`config.mk`:
```
export PLATFORM = sky130hd
export DESIGN_NAME = audio_noise_gate_dac
export DESIGN_NICKNAME = d
export VERILOG_FILES = /design/src/design/ang_pkg.sv /design/src/design/ang_cfg.sv /design/src/design/ang_mul.sv /design/src/design/ang_core.sv /design/src/design/audio_noise_gate_dac.sv
export SDC_FILE = /design/constraint.sdc
export NUM_CORES = 2
export LEC_CHECK = 0
export ABC_AREA = 1
export ABC_CLOCK_PERIOD_IN_PS = 15500
export BUFFER_PORTS_ARGS = -buffer_cell sky130_fd_sc_hd__buf_2
export CORE_ASPECT_RATIO = 2
export CORE_MARGIN = 4
export CORE_UTILIZATION = 60
export DETAILED_ROUTE_END_ITERATION = 12
export PLACE_DENSITY = 0.74
export SLEW_MARGIN = 20
export SYNTH_ARGS = -nofsm -noshare
export SYNTH_HDL_FRONTEND = slang
export SYNTH_SLANG_ARGS = --single-unit
```
`constraint.sdc`:
```
create_clock -name clk -period 15.5 [get_ports clk]
set_input_delay 3.1 -clock clk [delete_from_list [all_inputs] [get_ports clk]]
set_output_delay 3.1 -clock clk [all_outputs]
set_load 0.03 [all_outputs]
```
`src/design/ang_pkg.sv`:
```
package ang_pkg;

    // Field and register widths
    localparam int SAMPLE_W = 16;
    localparam int CODE_W   = 8;
    localparam int GAIN_W   = 9;
    localparam int STEP_W   = 9;
    localparam int THRESH_W = 15;
    localparam int COUNT_W  = 24;

    // Shared multiplier: 24 x 32 bits, product registered
    localparam int MUL_A_W     = 24;
    localparam int MUL_B_W     = 32;
    localparam int MUL_P_W     = MUL_A_W + MUL_B_W;
    localparam int RECIP_SHIFT = 32;

    // APB port
    localparam int APB_AW = 5;
    localparam int APB_DW = 32;
    localparam int IDX_W  = 3;

    localparam logic [COUNT_W-1:0] COUNT_SAT = '1;

    // Register index, byte address is 4 * index
    typedef enum logic [IDX_W-1:0] {
        REG_AUTO_MUTE = 3'd0,
        REG_THRESHOLD = 3'd1,
        REG_HOLD      = 3'd2,
        REG_FADE_IN   = 3'd3,
        REG_FADE_OUT  = 3'd4
    } ang_reg_idx_t;

    typedef struct packed {
        logic                auto_mute_enable;
        logic [THRESH_W-1:0] silence_threshold;
        logic [COUNT_W-1:0]  hold_samples;
        logic [STEP_W-1:0]   fade_in_step;
        logic [STEP_W-1:0]   fade_out_step;
    } ang_cfg_t;

    localparam ang_cfg_t CFG_RESET = '{
        auto_mute_enable:  1'b1,
        silence_threshold: 15'd64,
        hold_samples:      24'd8000,
        fade_in_step:      9'd256,
        fade_out_step:     9'd256
    };

    typedef enum logic [2:0] {
        ST_IDLE,
        ST_PLAN,
        ST_CHECK,
        ST_FETCH,
        ST_MUL1,
        ST_MUL2,
        ST_FIN,
        ST_SEND
    } ang_state_t;

endpackage

```
`src/design/ang_cfg.sv`:
```
module ang_cfg (
    input  logic                        clk,
    input  logic                        rst_n,
    input  logic                        psel,
    input  logic                        penable,
    input  logic                        pwrite,
    input  logic [ang_pkg::APB_AW-1:0]  paddr,
    input  logic [ang_pkg::APB_DW-1:0]  pwdata,
    output logic [ang_pkg::APB_DW-1:0]  prdata,
    output logic                        pready,
    output ang_pkg::ang_cfg_t           cfg
);

    ang_pkg::ang_cfg_t               cfg_reg;
    logic                            wr_en;
    logic [ang_pkg::IDX_W-1:0]       reg_idx;

    assign pready  = 1'b1;
    assign wr_en   = psel & penable & pwrite;
    assign reg_idx = paddr[ang_pkg::APB_AW-1:2];
    assign cfg     = cfg_reg;

    // register writes, values masked to their width
    always_ff @(posedge clk or negedge rst_n)
    begin
        if (!rst_n)
        begin
            cfg_reg <= ang_pkg::CFG_RESET;
        end
        else if (wr_en)
        begin
            unique case (reg_idx)
                ang_pkg::REG_AUTO_MUTE: cfg_reg.auto_mute_enable  <= pwdata[0];
                ang_pkg::REG_THRESHOLD: cfg_reg.silence_threshold <= pwdata[ang_pkg::THRESH_W-1:0];
                ang_pkg::REG_HOLD:      cfg_reg.hold_samples      <= pwdata[ang_pkg::COUNT_W-1:0];
                ang_pkg::REG_FADE_IN:   cfg_reg.fade_in_step      <= pwdata[ang_pkg::STEP_W-1:0];
                ang_pkg::REG_FADE_OUT:  cfg_reg.fade_out_step     <= pwdata[ang_pkg::STEP_W-1:0];
                default: ;
            endcase
        end
    end

    // read back
    always_comb
    begin
        prdata = '0;
        unique case (reg_idx)
            ang_pkg::REG_AUTO_MUTE: prdata[0] = cfg_reg.auto_mute_enable;
            ang_pkg::REG_THRESHOLD: prdata[ang_pkg::THRESH_W-1:0] = cfg_reg.silence_threshold;
            ang_pkg::REG_HOLD:      prdata[ang_pkg::COUNT_W-1:0]  = cfg_reg.hold_samples;
            ang_pkg::REG_FADE_IN:   prdata[ang_pkg::STEP_W-1:0]   = cfg_reg.fade_in_step;
            ang_pkg::REG_FADE_OUT:  prdata[ang_pkg::STEP_W-1:0]   = cfg_reg.fade_out_step;
            default: ;
        endcase
    end

endmodule

```
`src/design/ang_mul.sv`:
```
module ang_mul (
    input  logic                         clk,
    input  logic [ang_pkg::MUL_A_W-1:0]  a,
    input  logic [ang_pkg::MUL_B_W-1:0]  b,
    output logic [ang_pkg::MUL_P_W-1:0]  p
);

    logic [ang_pkg::MUL_P_W-1:0] p_reg;

    // unsigned product, registered
    always_ff @(posedge clk)
    begin
        p_reg <= a * b;
    end

    assign p = p_reg;

endmodule

```
`src/design/ang_core.sv`:
```
module ang_core #(
    parameter int CHUNK_SAMPLES = 32,
    parameter int GAIN_MAX      = 256
) (
    input  logic                          clk,
    input  logic                          rst_n,
    input  ang_pkg::ang_cfg_t             cfg,
    // sample input
    input  logic                          in_valid,
    output logic                          in_ready,
    input  logic [ang_pkg::SAMPLE_W-1:0]  in_sample,
    // result output
    output logic                          out_valid,
    input  logic                          out_ready,
    output logic [ang_pkg::CODE_W-1:0]    out_code,
    output logic [ang_pkg::SAMPLE_W-1:0]  out_gated,
    output logic                          out_drive,
    output logic                          out_last,
    // shared multiplier
    output logic [ang_pkg::MUL_A_W-1:0]   mul_a,
    output logic [ang_pkg::MUL_B_W-1:0]   mul_b,
    input  logic [ang_pkg::MUL_P_W-1:0]   mul_p
);

    localparam int FILL_W = $clog2(CHUNK_SAMPLES);
    localparam int DEPTH  = 2 * CHUNK_SAMPLES;
    localparam int ADDR_W = $clog2(DEPTH);
    localparam int CNT_W1 = ang_pkg::COUNT_W + 1;
    localparam int GSUM_W = ang_pkg::GAIN_W + 1;
    localparam logic [FILL_W-1:0] LAST_POS = FILL_W'(CHUNK_SAMPLES - 1);
    localparam logic [ADDR_W-1:0] SLOT1_BASE = ADDR_W'(CHUNK_SAMPLES);
    localparam logic [CNT_W1-1:0] CHUNK_CNT = CNT_W1'(CHUNK_SAMPLES);
    localparam logic [ang_pkg::GAIN_W-1:0] GAIN_FULL = ang_pkg::GAIN_W'(GAIN_MAX);
    // reciprocal of GAIN_MAX, exact floor division for products below 2^24
    localparam logic [ang_pkg::MUL_B_W-1:0] RECIP =
        ang_pkg::MUL_B_W'((64'd1 << ang_pkg::RECIP_SHIFT) / GAIN_MAX + 1);

    ang_pkg::ang_state_t state_reg, state_next;

    logic [ang_pkg::SAMPLE_W-1:0] store_mem [DEPTH];
    logic [ang_pkg::SAMPLE_W-1:0] rd_data_reg;
    logic [FILL_W-1:0]            fill_reg;
    logic                         slot_reg;
    logic                         primed_reg;
    logic [1:0]                   flag_reg;
    logic [ang_pkg::COUNT_W-1:0]  silence_reg, silence_next;
    logic [ang_pkg::GAIN_W-1:0]   gain_reg, gain_next;
    logic [ang_pkg::GAIN_W-1:0]   target_reg, target_next;
    logic                         drive_reg;
    logic [FILL_W-1:0]            idx_reg;
    logic [ang_pkg::SAMPLE_W-1:0] out_gated_reg;

    logic                         in_fire;
    logic                         chunk_done;
    logic [ang_pkg::SAMPLE_W-1:0] in_mag;
    logic                         in_sig;
    logic [ADDR_W-1:0]            wr_addr;
    logic [ADDR_W-1:0]            rd_addr;
    logic                         gate;
    logic                         has_sig;
    logic                         next_sig;
    logic [CNT_W1-1:0]            silence_sum;
    logic [ang_pkg::COUNT_W-1:0]  silence_inc;
    logic [GSUM_W-1:0]            up_sum;
    logic [ang_pkg::GAIN_W-1:0]   up_val;
    logic [ang_pkg::GAIN_W-1:0]   down_raw;
    logic [ang_pkg::GAIN_W-1:0]   down_val;
    logic [ang_pkg::GAIN_W-1:0]   gain_ramp;
    logic [ang_pkg::SAMPLE_W-1:0] rd_mag;
    logic [ang_pkg::SAMPLE_W-1:0] quot;
    logic                         drive_calc;

    // input side
    assign in_ready   = (state_reg == ang_pkg::ST_IDLE);
    assign in_fire    = in_valid & in_ready;
    assign chunk_done = in_fire && (fill_reg == LAST_POS);
    assign in_mag     = in_sample[ang_pkg::SAMPLE_W-1] ? (~in_sample + 1'b1) : in_sample;
    assign in_sig     = in_mag > {1'b0, cfg.silence_threshold};
    assign wr_addr    = slot_reg ? (SLOT1_BASE + ADDR_W'(fill_reg)) : ADDR_W'(fill_reg);

    // during a burst slot_reg already points at the chunk being emitted
    assign rd_addr  = slot_reg ? (SLOT1_BASE + ADDR_W'(idx_reg)) : ADDR_W'(idx_reg);
    assign gate     = cfg.auto_mute_enable;
    assign has_sig  = flag_reg[slot_reg];
    assign next_sig = flag_reg[~slot_reg];

    // chunk store, one write and one registered read port
    always_ff @(posedge clk)
    begin
        if (in_fire)
        begin
            store_mem[wr_addr] <= in_sample;
        end
        rd_data_reg <= store_mem[rd_addr];
    end

    // saturating silence count
    assign silence_sum = {1'b0, silence_reg} + CHUNK_CNT;
    assign silence_inc = silence_sum[ang_pkg::COUNT_W] ? ang_pkg::COUNT_SAT
                                                       : silence_sum[ang_pkg::COUNT_W-1:0];

    // per-chunk gate target
    always_comb
    begin
        silence_next = silence_reg;
        target_next  = target_reg;
        if (state_reg == ang_pkg::ST_PLAN && gate)
        begin
            priority if (has_sig)
            begin
                silence_next = '0;
                target_next  = GAIN_FULL;
            end
            else if (next_sig)
            begin
                silence_next = '0;
                if (gain_reg != '0)
                begin
                    target_next = GAIN_FULL;
                end
            end
            else
            begin
                silence_next = silence_inc;
                target_next  = (silence_inc >= cfg.hold_samples) ? '0 : GAIN_FULL;
            end
        end
    end

    // per-sample gain ramp with clamping
    assign up_sum   = {1'b0, gain_reg} + {1'b0, cfg.fade_in_step};
    assign up_val   = (up_sum > {1'b0, target_reg}) ? target_reg : up_sum[ang_pkg::GAIN_W-1:0];
    assign down_raw = (gain_reg > cfg.fade_out_step) ? (gain_reg - cfg.fade_out_step) : '0;
    assign down_val = (down_raw < target_reg) ? target_reg : down_raw;

    always_comb
    begin
        priority if (gain_reg < target_reg)
            gain_ramp = up_val;
        else if (gain_reg > target_reg)
            gain_ramp = down_val;
        else
            gain_ramp = gain_reg;
    end

    assign gain_next = (state_reg == ang_pkg::ST_FETCH && gate) ? gain_ramp : gain_reg;

    // mute when the gain must reach zero within the chunk: gain <= fade_out_step * chunk
    assign drive_calc = !(gate && target_reg == '0 && !has_sig && !next_sig &&
                          ang_pkg::MUL_P_W'(gain_reg) <= mul_p);

    // sample magnitude and quotient
    assign rd_mag = rd_data_reg[ang_pkg::SAMPLE_W-1] ? (~rd_data_reg + 1'b1) : rd_data_reg;
    assign quot   = mul_p[ang_pkg::RECIP_SHIFT +: ang_pkg::SAMPLE_W];

    // multiplier operand selection
    always_comb
    begin
        mul_a = '0;
        mul_b = '0;
        unique case (state_reg)
            ang_pkg::ST_PLAN:
            begin
                mul_a = ang_pkg::MUL_A_W'(cfg.fade_out_step);
                mul_b = ang_pkg::MUL_B_W'(CHUNK_SAMPLES);
            end
            ang_pkg::ST_MUL1:
            begin
                mul_a = ang_pkg::MUL_A_W'(rd_mag);
                mul_b = ang_pkg::MUL_B_W'(gain_reg);
            end
            ang_pkg::ST_MUL2:
            begin
                mul_a = mul_p[ang_pkg::MUL_A_W-1:0];
                mul_b = RECIP;
            end
            default: ;
        endcase
    end

    // sequencer next state
    always_comb
    begin
        state_next = state_reg;
        unique case (state_reg)
            ang_pkg::ST_IDLE:  if (chunk_done && primed_reg) state_next = ang_pkg::ST_PLAN;
            ang_pkg::ST_PLAN:  state_next = ang_pkg::ST_CHECK;
            ang_pkg::ST_CHECK: state_next = ang_pkg::ST_FETCH;
            ang_pkg::ST_FETCH: state_next = ang_pkg::ST_MUL1;
            ang_pkg::ST_MUL1:  state_next = gate ? ang_pkg::ST_MUL2 : ang_pkg::ST_SEND;
            ang_pkg::ST_MUL2:  state_next = ang_pkg::ST_FIN;
            ang_pkg::ST_FIN:   state_next = ang_pkg::ST_SEND;
            ang_pkg::ST_SEND:
            begin
                if (out_ready)
                begin
                    state_next = (idx_reg == LAST_POS) ? ang_pkg::ST_IDLE : ang_pkg::ST_FETCH;
                end
            end
            default: state_next = ang_pkg::ST_IDLE;
        endcase
    end

    always_ff @(posedge clk or negedge rst_n)
    begin
        if (!rst_n)
        begin
            state_reg <= ang_pkg::ST_IDLE;
        end
        else
        begin
            state_reg <= state_next;
        end
    end

    // chunk filling and gate state
    always_ff @(posedge clk or negedge rst_n)
    begin
        if (!rst_n)
        begin
            fill_reg    <= '0;
            slot_reg    <= 1'b0;
            primed_reg  <= 1'b0;
            flag_reg    <= '0;
            silence_reg <= '0;
            gain_reg    <= '0;
            target_reg  <= '0;
            drive_reg   <= 1'b1;
            idx_reg     <= '0;
        end
        else
        begin
            silence_reg <= silence_next;
            gain_reg    <= gain_next;
            target_reg  <= target_next;
            if (in_fire)
            begin
                flag_reg[slot_reg] <= (fill_reg == '0) ? in_sig : (flag_reg[slot_reg] | in_sig);
                if (chunk_done)
                begin
                    fill_reg   <= '0;
                    slot_reg   <= ~slot_reg;
                    primed_reg <= 1'b1;
                end
                else
                begin
                    fill_reg <= fill_reg + 1'b1;
                end
            end
            if (state_reg == ang_pkg::ST_CHECK)
            begin
                drive_reg <= drive_calc;
                idx_reg   <= '0;
            end
            if (state_reg == ang_pkg::ST_SEND && out_ready && idx_reg != LAST_POS)
            begin
                idx_reg <= idx_reg + 1'b1;
            end
        end
    end

    // result register, held while the beat waits
    always_ff @(posedge clk)
    begin
        if (state_reg == ang_pkg::ST_MUL1 && !gate)
        begin
            out_gated_reg <= rd_data_reg;
        end
        else if (state_reg == ang_pkg::ST_FIN)
        begin
            out_gated_reg <= rd_data_reg[ang_pkg::SAMPLE_W-1] ? (~quot + 1'b1) : quot;
        end
    end

    assign out_valid = (state_reg == ang_pkg::ST_SEND);
    assign out_gated = out_gated_reg;
    assign out_code  = {~out_gated_reg[ang_pkg::SAMPLE_W-1],
                        out_gated_reg[ang_pkg::SAMPLE_W-2 -: (ang_pkg::CODE_W-1)]};
    assign out_drive = drive_reg;
    assign out_last  = (idx_reg == LAST_POS);

endmodule

```
`src/design/audio_noise_gate_dac.sv`:
```
// Channel   Dir  Signals                               Beat contents
// s_*       in   s_tvalid s_tready s_tdata[15:0]        sample
// m_*       out  m_tvalid m_tready m_tdata m_tuser      dac_code, gated_sample, drive_on
//                m_tlast                                chunk_end in tlast
// apb       in   psel penable pwrite paddr pwdata       five registers at 4*index
//
// A sample is accepted whenever no burst is running. The completing sample of
// each chunk after the first starts a burst of CHUNK_SAMPLES beats: plan and check states,
// then per beat fetch, two multiply states, finish and send with gating on (the shared
// multiplier is used twice per sample) or fetch, multiply and send with gating off.
// Send waits for m_tready; s_tready is low for the whole burst. Reset is asynchronous,
// active low, and clears control state and registers; the chunk store needs no clearing.
module audio_noise_gate_dac #(
    parameter int CHUNK_SAMPLES = 32,
    parameter int GAIN_MAX      = 256
) (
    input  logic                        clk,
    input  logic                        rst_n,
    input  logic                        s_tvalid,
    output logic                        s_tready,
    input  logic [15:0]                 s_tdata,   // [15:0] sample
    output logic                        m_tvalid,
    input  logic                        m_tready,
    output logic [23:0]                 m_tdata,   // [7:0] dac_code, [23:8] gated_sample
    output logic [0:0]                  m_tuser,   // [0] drive_on
    output logic                        m_tlast,
    input  logic                        psel,
    input  logic                        penable,
    input  logic                        pwrite,
    input  logic [ang_pkg::APB_AW-1:0]  paddr,
    input  logic [ang_pkg::APB_DW-1:0]  pwdata,
    output logic [ang_pkg::APB_DW-1:0]  prdata,
    output logic                        pready
);

    ang_pkg::ang_cfg_t               cfg;
    logic [ang_pkg::MUL_A_W-1:0]     mul_a;
    logic [ang_pkg::MUL_B_W-1:0]     mul_b;
    logic [ang_pkg::MUL_P_W-1:0]     mul_p;
    logic [ang_pkg::CODE_W-1:0]      out_code;
    logic [ang_pkg::SAMPLE_W-1:0]    out_gated;
    logic                            out_drive;

    // configuration registers
    ang_cfg u_cfg (
        .clk     (clk),
        .rst_n   (rst_n),
        .psel    (psel),
        .penable (penable),
        .pwrite  (pwrite),
        .paddr   (paddr),
        .pwdata  (pwdata),
        .prdata  (prdata),
        .pready  (pready),
        .cfg     (cfg)
    );

    // shared multiplier
    ang_mul u_mul (
        .clk (clk),
        .a   (mul_a),
        .b   (mul_b),
        .p   (mul_p)
    );

    // chunk store and sequencer
    ang_core #(
        .CHUNK_SAMPLES (CHUNK_SAMPLES),
        .GAIN_MAX      (GAIN_MAX)
    ) u_core (
        .clk       (clk),
        .rst_n     (rst_n),
        .cfg       (cfg),
        .in_valid  (s_tvalid),
        .in_ready  (s_tready),
        .in_sample (s_tdata),
        .out_valid (m_tvalid),
        .out_ready (m_tready),
        .out_code  (out_code),
        .out_gated (out_gated),
        .out_drive (out_drive),
        .out_last  (m_tlast),
        .mul_a     (mul_a),
        .mul_b     (mul_b),
        .mul_p     (mul_p)
    );

    // pack the result beat
    assign m_tdata    = {out_gated, out_code};
    assign m_tuser[0] = out_drive;

endmodule
```
# [Word-level counts from Yosys, hierarchy flattened]
# Memory sizes are Yosys's and may differ from the RTL's. A register that Yosys moved wholly into a read port is not among the register bits.
# Index checks and enable logic that the tools add are counted.
[op_classes] add_sub_neg=10 n_mul=1 n_lt_le_gt_ge=11 eq_ne=17 n_mux=43 n_bitwise=9 reduce_logical=33
[ops] operator="9-bit two-way mux" count=10
[ops] operator="16-bit two-way mux" count=5
[ops] operator="25-bit one-hot mux with 3 select lines" count=1
[ops] operator="24-bit two-way mux" count=3
[ops] operator="24-bit one-hot mux with 3 select lines" count=1
[ops] operator="9-bit by 56-bit less-or-equal comparator with 1-bit output" count=1
[ops] operator="24-bit by 32-bit multiplier with 56-bit output" count=1
[ops] operator="16-bit by 1-bit adder with 16-bit output, second input constant" count=3
[ops] operator="16-bit NOT" count=3
[ops] operator="8-bit one-hot mux with 4 select lines" count=1
[ops] operator="24-bit by 6-bit adder with 25-bit output, second input constant" count=1
[ops] operator="24-bit >= comparator" count=1
[ops] operator="3-bit one-hot mux with 8 select lines" count=1
[ops] operator="9-bit greater-than comparator" count=2
[ops] operator="9-bit less-than comparator" count=2
[ops] operator="2-bit AND reduction" count=9
[ops] operator="16-bit by 15-bit greater-than comparator with 1-bit output" count=1
[ops] operator="3-bit equality test, second input constant" count=5
[ops] operator="5-bit two-way mux" count=3
[ops] operator="6-bit by 5-bit adder with 6-bit output, first input constant" count=2
[ops] operator="3-bit by 2-bit equality test with 1-bit output, second input constant" count=4
[ops] operator="1-bit logical AND" count=12
[ops] operator="6-bit two-way mux" count=2
[ops] operator="6-bit one-hot mux with 2 select lines" count=1
[ops] operator="other kinds (27)" count=49
[totals] register_bits=190 mem_bits_rw=1024 output_inout_bits=61 memories=1
[memory_table] name="u_core.store_mem" depth=64 width=16 rd=1 rd_clocked_by_memory_dff=1 wr=1 line_no="ang_core.sv:40" source="logic [ang_pkg::SAMPLE_W-1:0] store_mem [DEPTH];"

# [Logic depth before layout (Yosys ltp)]
[depth] depth_word=7 depth_mapped=36 ltp_nobuf=36

# [Hierarchy]
# Synthesis repeated with hierarchy kept, for this count alone.
[unflattened] cells_unflattened=8331 hier_area_um2=78790.6
[by_module_without_submodules] mod="ang_core" n_inst=1 cells_per_inst=4202 area_per_inst_um2=47976.0 seq_area_each_um2=32852.8
[by_module_without_submodules] mod="ang_mul" n_inst=1 cells_per_inst=3773 area_per_inst_um2=28015.6 seq_area_each_um2=1121.1
[by_module_without_submodules] mod="ang_cfg" n_inst=1 cells_per_inst=356 area_per_inst_um2=2798.9 seq_area_each_um2=1463.9

# [Worst setup path before layout]
# No wires, ideal clock.
[synth_timing] path_kind="input-to-output" startpoint="input paddr[4] (netlist name)" endpoint="output prdata[13] (netlist name)" t_arrival_ns=4.563 required_time_ns=12.400 slack_ns=7.837 path_stages=5 cell_sequence="clkbuf_1 -> nor3_2 -> inv_1 -> clkbuf_1 -> o22ai_1"
[synth_via] elab_chain_cells=2
[synth_lines] item="start: declaration" line_no="audio_noise_gate_dac.sv:30" source="input logic [ang_pkg::APB_AW-1:0] paddr,"
[synth_lines] item="3-bit by 2-bit equality test with 1-bit output / 3-bit by 1-bit equality test with 1-bit output (equally long branches)" line_no="ang_cfg.sv:47" source="unique case (reg_idx)"
[synth_lines] item="6-bit one-hot mux with 2 select lines *" line_no="ang_cfg.sv:47"
[synth_lines] item="end: declaration" line_no="audio_noise_gate_dac.sv:32" source="output logic [ang_pkg::APB_DW-1:0] prdata,"
# Every way passes the cells marked *; elsewhere a longest branch is shown, timed or not.

# [Final worst setup path]
[layout_timing] startpoint="register u_core.rd_data_reg[15] (netlist name), read port of u_core.store_mem" endpoint="register u_mul.p_reg (netlist bit u_mul.p[43])"
[layout_via] elab_chain_cells=5
[layout_lines] item="start: declaration" line_no="ang_core.sv:41" source="logic [ang_pkg::SAMPLE_W-1:0] rd_data_reg;"
[layout_lines] item="16-bit NOT" line_no="ang_core.sv:153" source="assign rd_mag = rd_data_reg[ang_pkg::SAMPLE_W-1] ? (~rd_data_reg + 1'b1) : rd_data_reg;"
[layout_lines] item="16-bit by 1-bit adder with 16-bit output" line_no="ang_core.sv:153"
[layout_lines] item="16-bit two-way mux *" line_no="ang_core.sv:153"
[layout_lines] item="24-bit one-hot mux with 3 select lines *" line_no="ang_core.sv:161" source="unique case (state_reg)"
[layout_lines] item="24-bit by 32-bit multiplier with 56-bit output *" line_no="ang_mul.sv:13" source="p_reg <= a * b;"
[layout_lines] item="end signal: assignment" line_no="ang_mul.sv:13"
[layout_lines] item="end: declaration" line_no="ang_mul.sv:8" source="logic [ang_pkg::MUL_P_W-1:0] p_reg;"
# Marks and branches as above.
# A chain may end at the register's enable or synchronous reset.

==> impl_metrics.csv <==
group,metric,value,unit
floorplanning,fp.dieW,232.1,microns
floorplanning,initial_core_util,60.40,%
drt,antenna_violating_nets_post_route,0,
logic_synthesis,synth_top_flop_cell,"edfxtp_1",
final_layout,area_growth_syn_to_layout,9.237,%
grt,grt-ovfl-total,0,
timing,totalNegativeSetupSlack,0,ns
drt,route.vias.total,43590,
timing,final.period_utilization,53.45,%
grt,grt_antenna_before_repair,2,
pwr,max-vdd-ir-drop,0.1071,mV
logic_synthesis,synth.ff_latch_count,1215,
logic_synthesis,synth_top_area_cell,"edfxtp_1",
final_layout,num-nets-final,6240,
clock_tree,htree_num_levels,3,
logic_synthesis,synth-edff-count,1040,
clock_tree,cts_hold_repair.buffers,0,
drt,vias_per_cell,6.062,
timing,hold-worst-slack,0.4616,ns
flow_run,max_cap_viol_count,0,
pwr,pwrdens,160.3,mW/mm^2
clock_tree,clock_tree.buffer_depth,3,
clock_tree,ctsRootBufferMaster,"clkbuf_16",
timing,setup-violations-final,0,
grt,wire_length_of_the_first_global_routing_pass,250400,microns
timing,worst_tran_pin_value,1.124,ns
logic_synthesis,post-synth-top-area-fraction,51.84,%
logic_synthesis,synthesis.area,0.06024,sq mm
floorplanning,io_pins,121,
clock_tree,cts.sinks,1215,
timing,final.min_clock_period,8.285,ns
logic_synthesis,synth_sequential_area_ratio,58.60,%
final_layout,filler_cell_count,7633,
worst_setup_path,ff2ff_path_depth,27,
floorplanning,row_count,164,
final_layout,finalNonFillerCells,7190,
logic_synthesis,ys_async_sr_fraction,9.053,%
worst_setup_path,crit_arrival,8.82,ns
worst_setup_path,crit_path_end_kind,"flip-flop",
drt,drt_drc_violations_left,0,
grt,first_global_vias,43440,
placement,dp.final_hpwl,111500,microns
placement,numPlacedInstances,6998,
floorplanning,die_area,0.1058,sq mm
worst_setup_path,worst-setup-path-type,"flip-flop to flip-flop",
placement,io_buffers,101,
logic_synthesis,synthesis.instances,5659,
worst_setup_path,worst_ep_required_time,16.03,ns
worst_setup_path,timing.critical_path.from_type,"flip-flop",
pwr,p_leak,0.02572,uW
timing,rsz_0062_raised_after_global_routing,"false",
placement,final_weighted_congestion_of_routability_driven_global_placement,0.9829,
timing,finalHoldViolations,0,
timing,max-slew-margin-rel,25.01,%
logic_synthesis,ys.warnings.count,0,
floorplanning,floorplan.die.height,456.1,microns
timing,max_freq,0.1207,GHz
grt,grtUsageTotal,31.21,%
drt,wirelength,167100,microns
clock_tree,cts.clk_slew.worst_paths,0.07,ns
final_layout,largest_register_ff_count,1024,
pwr,fin_total_pwr,10540,uW
final_layout,drive_gt1_share,7.457,%
logic_synthesis,synth.avg_cell_area,10.64,sq um
grt,grt_start_max_net_pins,193,
hold_path,worstHoldPathType,"flip-flop to flip-flop",
drt,firstDrtPassIters,6,
clock_tree,tritoncts,"done",
logic_synthesis,synth.top_cells.by_area,"edfxtp_1 52%, o21ai_0 6.4%, nor2_1 5.7%",
drt,wl_per_cell,23.24,microns
clock_tree,post_cts.repair.setup_buffers,0,
clock_tree,cts_made_buffers,101,
timing,clock_skew,0.03957,ns
timing,report.final.slew_viol_count,0,
clock_tree,post_cts_resize_count,0,
logic_synthesis,ys_types,56,
clock_tree,worstSkewPairLatency,0.73,ns
worst_setup_path,critPathMaxFanout,22,
hold_path,worstHoldPathCells,2,
floorplanning,core,0.09973,sq mm
run_status,outcome,"complete, no violations",
drt,drt_iter0_drc,4381,
[metrics by stage]
stage                     instance area [sq um]  utilization (%)  setup slack (ns)
after CTS                                 65800            65.98             7.309
after global placement                    62470            62.64             7.262
after detailed placement                  62470            62.64             7.344
final                                     65800            65.98             7.215
after floorplan                           60510                -             7.837
after global routing                      65800            65.98             6.782
[Yosys cell counts (all sizes together), types with 3 or more instances]
| library cell | count |
|---|---|
| dfstp | 11 |
| dfxtp | 65 |
| o211ai | 61 |
| ha | 244 |
| o21ai | 797 |
| xnor2 | 23 |
| o2111ai | 8 |
| dfrtp | 99 |
| nand3 | 116 |
| a21oi | 116 |
| o21a | 3 |
| nor2 | 930 |
| a31oi | 12 |
| edfxtp | 1040 |
| or2 | 13 |
| a21o | 9 |
| a21boi | 5 |
| nand4 | 32 |
| o22ai | 266 |
| buf | 63 |
| fa | 163 |
| clkbuf | 217 |
| nor3 | 41 |
| nand3b | 7 |
| inv | 570 |
| nand2 | 605 |
| xor2 | 60 |
| and3 | 7 |
| o221ai | 21 |
| o21bai | 24 |
| nor4 | 12 |
[cells in the final DEF, fill, tap and decap left out, types with 24 or more instances in the layout]
| master | instances |
|---|---|
| o22ai_1 | 266 |
| nor2_1 | 916 |
| dfxtp_1 | 65 |
| fa_1 | 163 |
| o21bai_1 | 24 |
| ha_1 | 244 |
| nor3_1 | 30 |
| inv_1 | 562 |
| buf_4 | 118 |
| xor2_1 | 60 |
| dfrtp_1 | 95 |
| o21ai_1 | 32 |
| o21ai_0 | 764 |
| buf_2 | 100 |
| edfxtp_1 | 1040 |
| conb_1 | 74 |
| nand3_1 | 115 |
| a21oi_1 | 116 |
| clkbuf_16 | 102 |
| o211ai_1 | 61 |
| nand4_1 | 32 |
| nand2_1 | 604 |
[final timing paths]
kind	start	endpoint	slack [ns]
max in group asynchronous	rst_n	u_core.idx_reg[1]	11.71
hold / removal	u_core.primed_reg	u_core.primed_reg	0.46
min in group asynchronous	rst_n	u_core.silence_reg[2]	2.45
hold reg to reg	u_core.primed_reg	u_core.primed_reg	0.46
setup reg to reg	u_core.rd_data_reg[15]	u_mul.p[43]	7.21
setup / recovery	u_core.rd_data_reg[15]	u_mul.p[43]	7.21
[per-layer routing]
layer / up-vias / share of wire (%) / track usage [%]
met5: - / 0 / 0
met4: 0 / 8.1 / 20.92
met3: 573 / 6.9 / 4.144
met2: 2035 / 52 / 55.58
met1: 21210 / 33 / 34.51
li1: 19770 / - / -
[where the power goes]
| group | internal [uW] | total, uW | switching [uW] |
|---|---|---|---|
| clock network | 1390 | 2570 | 1190 |
| registers | 3720 | 3930 | 204 |
| logic | 1190 | 4040 | 2860 |
| total | 6300 | 10500 | 4250 |
[logic make-up after synthesis]
family                   synth area share [%]
flip-flops                              58.60
AND/OR/NAND/NOR                         11.84
XOR/XNOR                                1.207
other                                 0.01247
buffers and inverters                   5.517
adder cells (fa/ha/maj)                 10.49
AO/OA/AOI/OAI                           12.34
[cell type report]
| cell class | instances | area, sq um | share of cell area, % |
|---|---|---|---|
| Tap cell | 1328 | 1662 | 2.525 |
| Sequential cell | 1215 | 35310 | 53.66 |
| Timing Repair Buffer | 219 | 1406 | 2.137 |
| Clock buffer | 131 | 2721 | 4.136 |
| Antenna cell | 2 | 5.005 | 0.007606 |
| Clock inverter | 59 | 606.8 | 0.9222 |
| Multi-Input combinational cell | 3664 | 21930 | 33.33 |
| Inverter | 572 | 2162 | 3.286 |
[worst max-delay path, cell delays in order (launching register included)]
cell	delay (ns)
dfxtp_1	0.84
clkinv_1	0.68
a21oi_1	0.34
nand2_1	0.08
nand2_1	0.08
nand2_1	0.29
inv_1	0.32
nor2_1	0.10
fa_1	0.50
inv_1	0.05
fa_1	0.53
inv_1	0.06
fa_1	0.50
inv_1	0.05
fa_1	0.47
inv_1	0.06
fa_1	0.50
fa_1	0.50
ha_1	0.32
ha_1	0.36
nand2_1	0.12
nor2_1	0.14
inv_1	0.08
nor2_1	0.14
and3_1	0.19
nand3_1	0.08
nand3_1	0.11
xor2_1	0.59
(Power assumes the default switching activity.)
